### src/rtl/lmwq_pkg.sv
// Shared types and codes for the lock manager with FIFO wait queues.
// Holds the request and response beat structs, the operation and status codes.
// No dependencies.
package lmwq_pkg;

  localparam logic OP_LOCK   = 1'b0;
  localparam logic OP_UNLOCK = 1'b1;

  localparam logic [2:0] ST_GRANTED     = 3'd0;
  localparam logic [2:0] ST_QUEUED      = 3'd1;
  localparam logic [2:0] ST_NO_SPACE    = 3'd2;
  localparam logic [2:0] ST_HANDED_OVER = 3'd3;
  localparam logic [2:0] ST_RELEASED    = 3'd4;
  localparam logic [2:0] ST_NOT_FOUND   = 3'd5;
  localparam logic [2:0] ST_NOT_OWNER   = 3'd6;

  typedef struct packed {
    logic        operation;
    logic [7:0]  thread_id;
    logic [31:0] lock_id;
  } lmwq_req_t;

  typedef struct packed {
    logic [2:0] status;
    logic [7:0] next_owner;
    logic [4:0] free_lock_slots;
    logic [5:0] free_waiter_slots;
  } lmwq_rsp_t;

endpackage

### src/rtl/lock_manager_with_wait_queues.sv
// Lock manager with FIFO wait queues: lock table, shared waiter pool and sequencer.
// Depends on lmwq_pkg for the beat structs and the operation and status codes.
//
// Usage: each request beat on the in_ channel names a thread and a lock id and asks
// to lock or unlock it. Exactly one response beat leaves on the out_ channel for
// each request, carrying the status, the new holder on a hand-over and the free
// lock slot and waiter entry counts after the request.
// A request is taken at a clock edge where in_valid is high and in_stall is low;
// a response likewise where out_valid is high and out_stall is low.
// One request is processed at a time. A single comparator walks the lock table
// and the waiter pool together, one entry a cycle, so the walk lasts as long as the
// larger of the two. A hand-over reads the waiter pool once more before the
// response. The sequencer returns to idle when the response is registered, and
// the next request beat can be taken from then on. The response register frees
// the input side, so a new request may be taken while the previous response is
// still waiting for the receiver.
// If the receiver stalls, the finished request waits in the sequencer and no
// further request is taken until the response register empties.
// Reset (rst_n low, synchronous) empties the lock table and the waiter pool and
// restores the free counts. No clearing pass is needed: the block is ready at once.
module lock_manager_with_wait_queues #(
  parameter int LOCK_SLOTS     = 16,
  parameter int WAITER_SLOTS   = 32,
  parameter int THREAD_ID_BITS = 8
) (
  input  logic               clk,
  input  logic               rst_n,
  input  logic               in_valid,
  output logic               in_stall,
  input  lmwq_pkg::lmwq_req_t in_data,
  output logic               out_valid,
  input  logic               out_stall,
  output lmwq_pkg::lmwq_rsp_t out_data
);
  import lmwq_pkg::*;

  localparam int TW  = (THREAD_ID_BITS < 8) ? THREAD_ID_BITS : 8;
  localparam int LI  = (LOCK_SLOTS > 1) ? $clog2(LOCK_SLOTS) : 1;
  localparam int WI  = (WAITER_SLOTS > 1) ? $clog2(WAITER_SLOTS) : 1;
  localparam int NS  = (LOCK_SLOTS > WAITER_SLOTS) ? LOCK_SLOTS : WAITER_SLOTS;
  localparam int CW  = $clog2(NS + 1);
  localparam int LCW = $clog2(LOCK_SLOTS + 1);
  localparam int WCW = $clog2(WAITER_SLOTS + 1);

  typedef struct packed {
    logic [TW-1:0] holder;
    logic [WI-1:0] head;
    logic [WI-1:0] tail;
  } slot_info_t;

  typedef enum logic [2:0] {
    S_IDLE,
    S_SCAN,
    S_DECIDE,
    S_HAND,
    S_EMIT
  } state_t;

  state_t state_r;

  logic          req_op_r;
  logic [TW-1:0] req_thr_r;
  logic [31:0]   req_id_r;
  logic [CW-1:0] cnt_r;

  logic             p_vld_r;
  logic [LI-1:0]    p_idx_r;
  logic [31:0]      p_id_r;
  slot_info_t       p_info_r;

  logic             hit_r;
  logic [LI-1:0]    hit_idx_r;
  slot_info_t       hit_info_r;
  logic             fs_ok_r;
  logic [LI-1:0]    fs_idx_r;
  logic             fw_ok_r;
  logic [WI-1:0]    fw_idx_r;

  logic [LOCK_SLOTS-1:0]   slot_active_r;
  logic [LOCK_SLOTS-1:0]   slot_nonempty_r;
  logic [WAITER_SLOTS-1:0] waiter_used_r;
  logic [LCW-1:0]          free_slot_cnt_r;
  logic [WCW-1:0]          free_waiter_cnt_r;

  logic [2:0]    res_status_r;
  logic [TW-1:0] res_next_r;
  logic [TW-1:0] wthr_rd_r;
  logic [WI-1:0] wlink_rd_r;

  logic      out_valid_r;
  lmwq_rsp_t out_data_r;

  logic [31:0]   id_mem    [LOCK_SLOTS];
  slot_info_t    info_mem  [LOCK_SLOTS];
  logic [TW-1:0] wthr_mem  [WAITER_SLOTS];
  logic [WI-1:0] wlink_mem [WAITER_SLOTS];

  logic          scan_slot;
  logic          scan_waiter;
  logic [LI-1:0] scan_sidx;
  logic [WI-1:0] scan_widx;
  logic          cmp_hit;
  logic          hit_nonempty;
  logic          do_queue;
  logic          do_grant;
  logic          do_hand;
  logic          do_release;
  logic [2:0]    dec_status;

  logic          id_we;
  logic [LI-1:0] id_waddr;
  logic          info_we;
  logic [LI-1:0] info_waddr;
  slot_info_t    info_wdata;
  logic          wthr_we;
  logic          wlink_we;

  assign scan_slot   = (state_r == S_SCAN) && (cnt_r < CW'(LOCK_SLOTS));
  assign scan_waiter = (state_r == S_SCAN) && (cnt_r < CW'(WAITER_SLOTS));
  assign scan_sidx   = cnt_r[LI-1:0];
  assign scan_widx   = cnt_r[WI-1:0];
  assign cmp_hit     = p_vld_r && slot_active_r[p_idx_r] && (p_id_r == req_id_r);
  assign hit_nonempty = slot_nonempty_r[hit_idx_r];

  always_comb begin
    do_queue   = 1'b0;
    do_grant   = 1'b0;
    do_hand    = 1'b0;
    do_release = 1'b0;
    dec_status = ST_NO_SPACE;
    if (req_op_r == OP_LOCK) begin
      if (hit_r) begin
        if (fw_ok_r) begin
          do_queue   = 1'b1;
          dec_status = ST_QUEUED;
        end
      end else if (fs_ok_r) begin
        do_grant   = 1'b1;
        dec_status = ST_GRANTED;
      end
    end else begin
      if (!hit_r) begin
        dec_status = ST_NOT_FOUND;
      end else if (hit_info_r.holder != req_thr_r) begin
        dec_status = ST_NOT_OWNER;
      end else if (hit_nonempty) begin
        do_hand    = 1'b1;
        dec_status = ST_HANDED_OVER;
      end else begin
        do_release = 1'b1;
        dec_status = ST_RELEASED;
      end
    end
  end

  always_comb begin
    id_we      = 1'b0;
    id_waddr   = fs_idx_r;
    info_we    = 1'b0;
    info_waddr = hit_idx_r;
    info_wdata = hit_info_r;
    wthr_we    = 1'b0;
    wlink_we   = 1'b0;
    case (state_r)
      S_DECIDE: begin
        if (do_queue) begin
          wthr_we         = 1'b1;
          wlink_we        = hit_nonempty;
          info_we         = 1'b1;
          info_wdata.head = hit_nonempty ? hit_info_r.head : fw_idx_r;
          info_wdata.tail = fw_idx_r;
        end else if (do_grant) begin
          id_we             = 1'b1;
          info_we           = 1'b1;
          info_waddr        = fs_idx_r;
          info_wdata.holder = req_thr_r;
          info_wdata.head   = '0;
          info_wdata.tail   = '0;
        end
      end
      S_HAND: begin
        info_we           = 1'b1;
        info_wdata.holder = wthr_rd_r;
        info_wdata.head   = (hit_info_r.head == hit_info_r.tail) ? hit_info_r.head
                                                                 : wlink_rd_r;
      end
      default: begin
      end
    endcase
  end

  always_ff @(posedge clk) begin
    if (id_we) begin
      id_mem[id_waddr] <= req_id_r;
    end
    if (info_we) begin
      info_mem[info_waddr] <= info_wdata;
    end
    if (wthr_we) begin
      wthr_mem[fw_idx_r] <= req_thr_r;
    end
    if (wlink_we) begin
      wlink_mem[hit_info_r.tail] <= fw_idx_r;
    end
    p_idx_r    <= scan_sidx;
    p_id_r     <= id_mem[scan_sidx];
    p_info_r   <= info_mem[scan_sidx];
    wthr_rd_r  <= wthr_mem[hit_info_r.head];
    wlink_rd_r <= wlink_mem[hit_info_r.head];
  end

  always_ff @(posedge clk) begin
    if (!rst_n) begin
      state_r           <= S_IDLE;
      cnt_r             <= '0;
      p_vld_r           <= 1'b0;
      hit_r             <= 1'b0;
      fs_ok_r           <= 1'b0;
      fw_ok_r           <= 1'b0;
      slot_active_r     <= '0;
      slot_nonempty_r   <= '0;
      waiter_used_r     <= '0;
      free_slot_cnt_r   <= LCW'(LOCK_SLOTS);
      free_waiter_cnt_r <= WCW'(WAITER_SLOTS);
      out_valid_r       <= 1'b0;
    end else begin
      if (out_valid_r && !out_stall && (state_r != S_EMIT)) begin
        out_valid_r <= 1'b0;
      end
      p_vld_r <= scan_slot;
      case (state_r)
        S_IDLE: begin
          if (in_valid) begin
            req_op_r  <= in_data.operation;
            req_thr_r <= in_data.thread_id[TW-1:0];
            req_id_r  <= in_data.lock_id;
            cnt_r     <= '0;
            hit_r     <= 1'b0;
            fs_ok_r   <= 1'b0;
            fw_ok_r   <= 1'b0;
            state_r   <= S_SCAN;
          end
        end
        S_SCAN: begin
          if (cmp_hit && !hit_r) begin
            hit_r      <= 1'b1;
            hit_idx_r  <= p_idx_r;
            hit_info_r <= p_info_r;
          end
          if (scan_slot && !fs_ok_r && !slot_active_r[scan_sidx]) begin
            fs_ok_r  <= 1'b1;
            fs_idx_r <= scan_sidx;
          end
          if (scan_waiter && !fw_ok_r && !waiter_used_r[scan_widx]) begin
            fw_ok_r  <= 1'b1;
            fw_idx_r <= scan_widx;
          end
          if (cnt_r == CW'(NS)) begin
            state_r <= S_DECIDE;
          end else begin
            cnt_r <= cnt_r + 1'b1;
          end
        end
        S_DECIDE: begin
          res_status_r <= dec_status;
          res_next_r   <= '0;
          if (do_queue) begin
            waiter_used_r[fw_idx_r]    <= 1'b1;
            slot_nonempty_r[hit_idx_r] <= 1'b1;
            free_waiter_cnt_r          <= free_waiter_cnt_r - 1'b1;
          end
          if (do_grant) begin
            slot_active_r[fs_idx_r]   <= 1'b1;
            slot_nonempty_r[fs_idx_r] <= 1'b0;
            free_slot_cnt_r           <= free_slot_cnt_r - 1'b1;
          end
          if (do_release) begin
            slot_active_r[hit_idx_r]   <= 1'b0;
            slot_nonempty_r[hit_idx_r] <= 1'b0;
            free_slot_cnt_r            <= free_slot_cnt_r + 1'b1;
          end
          state_r <= do_hand ? S_HAND : S_EMIT;
        end
        S_HAND: begin
          res_next_r <= wthr_rd_r;
          if (hit_info_r.head == hit_info_r.tail) begin
            slot_nonempty_r[hit_idx_r] <= 1'b0;
          end
          waiter_used_r[hit_info_r.head] <= 1'b0;
          free_waiter_cnt_r              <= free_waiter_cnt_r + 1'b1;
          state_r                        <= S_EMIT;
        end
        S_EMIT: begin
          if (!out_valid_r || !out_stall) begin
            out_valid_r                  <= 1'b1;
            out_data_r.status            <= res_status_r;
            out_data_r.next_owner        <= 8'(res_next_r);
            out_data_r.free_lock_slots   <= 5'(free_slot_cnt_r);
            out_data_r.free_waiter_slots <= 6'(free_waiter_cnt_r);
            state_r                      <= S_IDLE;
          end
        end
        default: begin
          state_r <= S_IDLE;
        end
      endcase
    end
  end

  assign in_stall  = (state_r != S_IDLE);
  assign out_valid = out_valid_r;
  assign out_data  = out_data_r;

endmodule

### config.mk
export PLATFORM = sky130hd
export DESIGN_NAME = lock_manager_with_wait_queues
export DESIGN_NICKNAME = d
export VERILOG_FILES = /design/src/rtl/lmwq_pkg.sv /design/src/rtl/lock_manager_with_wait_queues.sv
export SDC_FILE = /design/constraint.sdc
export NUM_CORES = 2
export LEC_CHECK = 0
export BUFFER_PORTS_ARGS = -buffer_cell sky130_fd_sc_hd__buf_4
export CORE_ASPECT_RATIO = 0.8
export CORE_MARGIN = 10
export CORE_UTILIZATION = 30
export DETAILED_ROUTE_END_ITERATION = 8
export GPL_TIMING_DRIVEN = 1
export PLACE_DENSITY_LB_ADDON = 0.1
export SYNTH_ARGS = -nofsm -noshare
export SYNTH_HDL_FRONTEND = slang
export SYNTH_SLANG_ARGS = --single-unit
### constraint.sdc
create_clock -name clk -period 4.2 [get_ports clk]
set_clock_uncertainty 0.05 [all_clocks]
set_input_delay 0.21 -clock clk [delete_from_list [all_inputs] [get_ports clk]]
set_output_delay 0.21 -clock clk [all_outputs]
set_load 0.02 [all_outputs]
Yosys cells after proc, flatten, opt, wreduce, memory -nomap -nowiden:

Memories as Yosys holds them, arrays and structs flattened. A register that Yosys moved wholly into a read port is not among the register bits.
Cells that the tools add are included.

* flip-flop bits (word level): 198
* memory bits (writable): 1216
* input bits: 45
* output and inout port bits: 24
* word-level logic and storage cells: 224
* memories kept: 4

* add/sub/neg operators: 5
* order comparisons: 13
* equal/unequal tests: 18
* mux-type cells: 102
* bitwise gates (word level): 11
* reductions and logical operators: 43

Memories
* id_mem: depth 16, bits a word 32, rd ports 1, clocked after Yosys merged registers in 1, write ports 1, line lock_manager_with_wait_queues.sv:93 `logic [31:0] id_mem [LOCK_SLOTS];`
* info_mem: depth 16, bits a word 18, rd ports 1, clocked after Yosys merged registers in 1, write ports 1, line lock_manager_with_wait_queues.sv:94 `slot_info_t info_mem [LOCK_SLOTS];`
* wthr_mem: depth 32, bits a word 8, rd ports 1, clocked after Yosys merged registers in 1, write ports 1, line lock_manager_with_wait_queues.sv:95 `logic [TW-1:0] wthr_mem [WAITER_SLOTS];`
* wlink_mem: depth 32, bits a word 5, rd ports 1, clocked after Yosys merged registers in 1, write ports 1, line lock_manager_with_wait_queues.sv:96 `logic [WI-1:0] wlink_mem [WAITER_SLOTS];`

Operators with widths (count)
* $mux W16: 12
* $and A16 B16 Y16: 4
* $pmux W32 S2: 1
* $mux W1: 45
* $and A32 B32 Y32: 1
* $eq A32 B32 Y1: 1
* $mux W32: 1
* $not A16 Y16: 2
* $not A32 Y32: 1
* $or A16 B16 Y16: 2
* $or A32 B32 Y32: 1
* $pmux W16 S2: 1
* $reduce_and A3 Y1: 10
* $mux W3: 9
* $pmux W13 S2: 1
* $mux W5: 5
* $pmux W6 S2: 2
* $lt A4 B5 Y1 const B: 4
* $lt A5 B6 Y1 const B: 3
* $mux W18: 1
* $mux W6: 3
* $pmux W8 S2: 1
* $logic_and A1 B1 Y1: 15
* $pmux W3 S5: 1
* other kinds (32): 65

Longest topological paths before layout:

* depth after elaboration: 15
* gate-level depth with buffers: 14
* gate-level depth less buffers: 12

Least setup slack after synthesis:

Ideal clock, no wire load.

* kind: register to register
* from: reg hit_idx_r[0]
* to: reg free_slot_cnt_r[4]
* library setup time: 0.129 ns
* arrival: 3.244 ns
* data required time: 4.021 ns
* slack: 0.777 ns
* cell stages (with the launch flop): 15
* path buffers: 2
* period minus slack after synthesis: 3.423 ns
* cell sequence: edfxtp_1 -> buf_6 -> mux4_2 -> a22o_1 -> or2_1 -> buf_6 -> nor3_1 -> inv_1 -> ha_1 -> nor2b_1 -> o21ai_0 -> nand2b_1 -> or4_1 -> o211ai_1 -> a211oi_1

* cells in the longest elaborated chain, start to end: 8
* elaborated cells between the ends (all ways): 9
* those cells by class: 7 x mux; 2 x reduce/logical

Ends and longest elaborated chain
* from (decl): line lock_manager_with_wait_queues.sv:72 `logic [LI-1:0] hit_idx_r;`
* from (signal assigned): line lock_manager_with_wait_queues.sv:247 `hit_idx_r <= p_idx_r;`
* $bmux W1 S4 *: line lock_manager_with_wait_queues.sv:123 `assign hit_nonempty = slot_nonempty_r[hit_idx_r];`
* $mux W1 (not written as such) *: line lock_manager_with_wait_queues.sv:123
* $mux W1 *: line lock_manager_with_wait_queues.sv:146 `end else if (hit_nonempty) begin`
* $mux W1 *: line lock_manager_with_wait_queues.sv:144 `end else if (hit_info_r.holder != req_thr_r) begin`
* $mux W1 *: line lock_manager_with_wait_queues.sv:142 `if (!hit_r) begin`
* $mux W1 *: line lock_manager_with_wait_queues.sv:131 `if (req_op_r == OP_LOCK) begin`
* $reduce_bool A2 Y1 (no source line)
* $reduce_and A2 Y1 (no source line)
* to (signal assigned): line lock_manager_with_wait_queues.sv:223 `free_slot_cnt_r <= LCW'(LOCK_SLOTS);`
* to (signal assigned): line lock_manager_with_wait_queues.sv:275 `free_slot_cnt_r <= free_slot_cnt_r - 1'b1;`
* to (signal assigned): line lock_manager_with_wait_queues.sv:280 `free_slot_cnt_r <= free_slot_cnt_r + 1'b1;`
* to (decl): line lock_manager_with_wait_queues.sv:82 `logic [LCW-1:0] free_slot_cnt_r;`

Mark *: on every way between the ends. The rest lies on a longest branch, timed or not. The select of a mux whose other input is x is not followed.
A chain may end at the register's enable or synchronous reset.

Worst setup path in the final report:

Same ends and word-level chain as after synthesis.

==> metrics <==
Logic pwr share roughly 3.5%; vias in the first global route just under 30000; worst setup margin 0.351 ns; H-tree Lvls 4; max-cap violation count 0; setup violators final 0; DP HPWL about 91 mm; placed cell count roughly 5300; Peak Freq roughly 260 MHz; worst hold path stage count 2; Longest Clk Path Bufs 3; number of CTS-inserted buffers 158; Iter 0 DRT Violations between 2000 and 3000; fin cells 5647; largest area contributor in the netlist edfxtp_1; DRC violations left 0; pre-CTS setup slack about 0.36 ns; Power Dens Cells approximately 470 nW/um2; Period minus WS final around 3.8 ns; synthesis-to-finish area growth 18.0%; syn nets roughly 2800; status completed; count leader, synth edfxtp_1; R2R Path Start hit_idx_r[0]$_DFFE_PP_; Worst-Skew Late Latency 0.81 ns; clock sinks about 1500; peak supply drop 379 uV; Final Routed Wirelength roughly 150 mm; Clock transition at path regs approximately 0.06 ns; initial antenna violation count 16; nets about 3000; WHS Endpoint req_id_r[6]$_DFFE_PP_; Top FF cell, synth edfxtp_1; Crit Path Class flip-flop to flip-flop; drt first pass iters 7; post-detailed-route count of antenna-violating nets 0; Seq/Total Area, Yosys ~76%; Wirelength per Cell 27.3 um; first-pass GRT wire length roughly 220 mm; P_sw between 6000 and 7000 uW; Core Region 187000 um2; Slew Limit Fails 0; part of the cycle the worst path needs between 90% and 100%; setup TNS 0 ns; crit path max fanout 6; CP endpoint kind flip-flop; clock share of power approximately 45%; #FFs+latches synth 1477; Pint 24700 uW; Worst-Margin Slew approximately 1.2 ns; CP arrival between 4 and 5 ns; io pins 69; GPL Wtd Cong 0.789; startpoint types flip-flop; RSZ-0062 raised after global routing false; Initial Utilization a little under a third; GR Util All Layers approximately 15%; relative slew slack 17.2%; Die W ~500 um; top-area cell type share of the netlist area 70.5%; PortBufs slightly below 70; cells after synthesis ~2700; sw frac between 20% and 30%; die area roughly 200000 um2; R2R cell count 13; ys async rst share 0%; leakage ~0.020 uW; Tot Pwr between 30000 and 40000 uW; pin count of the biggest net entering global routing 122; reg-to-reg endpoint free_slot_cnt_r[4]$_SDFFE_PN1P_; Synth Cell Area between 50000 and 60000 um2; Clock Root Buffer clkbuf_16; DR vias/cell 4.91; row cnt 142; Hold Crit Start in_data[6]; most frequent cells after synthesis 1321 x edfxtp_1, 374 x mux4_2, 156 x dfxtp_1; number of setup buffers added after CTS 0; CTS tree built; Seq pwr share 51.9%; via count between 20000 and 30000; Resize count post-CTS 0; hold-fix buffers at CTS 44; Post-synth EDFFs approximately 1300; class of the worst hold path primary input to flip-flop; Critical Path RT around 4.8 ns; R2R setup slack around 0.35 ns; grt ovf 0; fraction of layout cells with a size suffix above 1 26.9%; Die Height between 400 and 500 um; post-synth cell types 58; fill count 17300; Final Hold Viols 0; syn_area_per_cell slightly above 20 um2; synth top area cells edfxtp_1 70%, mux4_2 15%, dfxtp_1 5.5%; Synth Warn # 0
cell usage in the layout (no fill, tap or decap), types with 43 or more instances in the layout:
cell	synthesis	layout
edfxtp_1	1321	1321
mux4_2	374	374
clkbuf_16	0	161
buf_4	0	155
dfxtp_1	156	152
nor2_1	143	110
nand2_1	70	70
a21oi_1	71	70
o21ai_0	62	62
a22oi_1	53	53
dlygate4sd3_1	0	44
clkbuf_1	94	43
kinds of logic (layout without fill, tap and decap cells):
| family | Yosys count | after routing | share of synthesized area [%] |
|---|---|---|---|
| compound gates | 275 | 275 | 3.14 |
| xor+xnor | 57 | 57 | 0.887 |
| fa+ha+maj | 11 | 11 | 0.271 |
| buf+inv | 166 | 545 | 1.17 |
| flops | 1477 | 1477 | 76.0 |
| mux | 384 | 384 | 15.2 |
| other cells | 0 | 1 | 0 |
| simple gates | 377 | 377 | 3.29 |
flip-flops by register name (all words and copies together) (netlist names), 5 cells and up:
name and flops:
req_id_r 32, slot_active_r 16, res_next_r 8, cnt_r 6, wlink_mem 160, out_data 22, hit_info_r 18, wlink_rd_r 5
slot_nonempty_r 16, free_waiter_cnt_r 6, p_id_r 32, waiter_used_r 32, p_info_r 18, req_thr_r 8, wthr_rd_r 8, info_mem 288
fw_idx_r 5, wthr_mem 256, free_slot_cnt_r 5, id_mem 512
worst max-delay path by stage:
stage,to,start,cells after the start,slack [ns]
3_3_place_gp,free_slot_cnt_r[4]$_SDFFE_PN1P_,hit_idx_r[0]$_DFFE_PP_,13,0.27
2_1_floorplan,free_slot_cnt_r[4]$_SDFFE_PN1P_,hit_idx_r[0]$_DFFE_PP_,14,0.78
4_1_cts,free_slot_cnt_r[4]$_SDFFE_PN1P_,hit_idx_r[0]$_DFFE_PP_,13,0.37
6_report,free_slot_cnt_r[4]$_SDFFE_PN1P_,hit_idx_r[0]$_DFFE_PP_,13,0.35
3_5_place_dp,free_slot_cnt_r[4]$_SDFFE_PN1P_,hit_idx_r[0]$_DFFE_PP_,13,0.36
5_1_grt,free_slot_cnt_r[4]$_SDFFE_PN1P_,hit_idx_r[0]$_DFFE_PP_,13,0.11
worst max-delay path, cell delays in order, from the launching register on:
cell and delay (ns):
edfxtp_1 0.58, mux4_1 0.61, a22o_1 0.29, or2_1 0.29
nor3_1 0.20, buf_4 0.17, inv_1 0.07, ha_1 0.32
nor2b_1 0.14, o21ai_0 0.19, nand2b_1 0.13, or4_1 0.51
o211ai_1 0.11, a211oi_1 0.06
stage by stage:
stage,hold WS [ns],area (um2),utilization [%]
after floorplan,0.259,56300,-
after global placement,0.339,60700,32.5
after detailed placement,0.339,60700,32.5
after CTS,0.00852,66400,35.5
after global routing,0.0397,66400,35.5
final,0.0896,66400,35.5
layer usage:
metal	vias to the layer above	share of wire (%)	global-route usage, %
met5	-	0	0
met4	0	2.4	3.99
met3	201	4.4	2.30
met2	705	47	23.2
met1	15000	47	21.2
li1	11800	-	-
power groups by stage:
stage               Combinational, uW  Sequential [uW]  Clock, uW
finish                           1080            16200      14000
global route                     1170            16200      15000
CTS                              1120            16200      14400
detailed placement               1080            16500          0
global placement                 1070            16500          0
floorplan                         679            16500          0
final cells by class:
| class | count | area [um2] | share of cell area (%) |
|---|---|---|---|
| clock buffer | 218 | 4360 | 6.57 |
| clock inverter | 78 | 883 | 1.33 |
| sequential | 1477 | 42800 | 64.5 |
| inverter | 27 | 101 | 0.153 |
| timing repair buffer | 222 | 2060 | 3.11 |
| multi-input combinational | 1104 | 13000 | 19.6 |
| tap | 2520 | 3150 | 4.75 |
| antenna | 1 | 2.50 | 0.00377 |
Power figures use the tool's default switching activity.
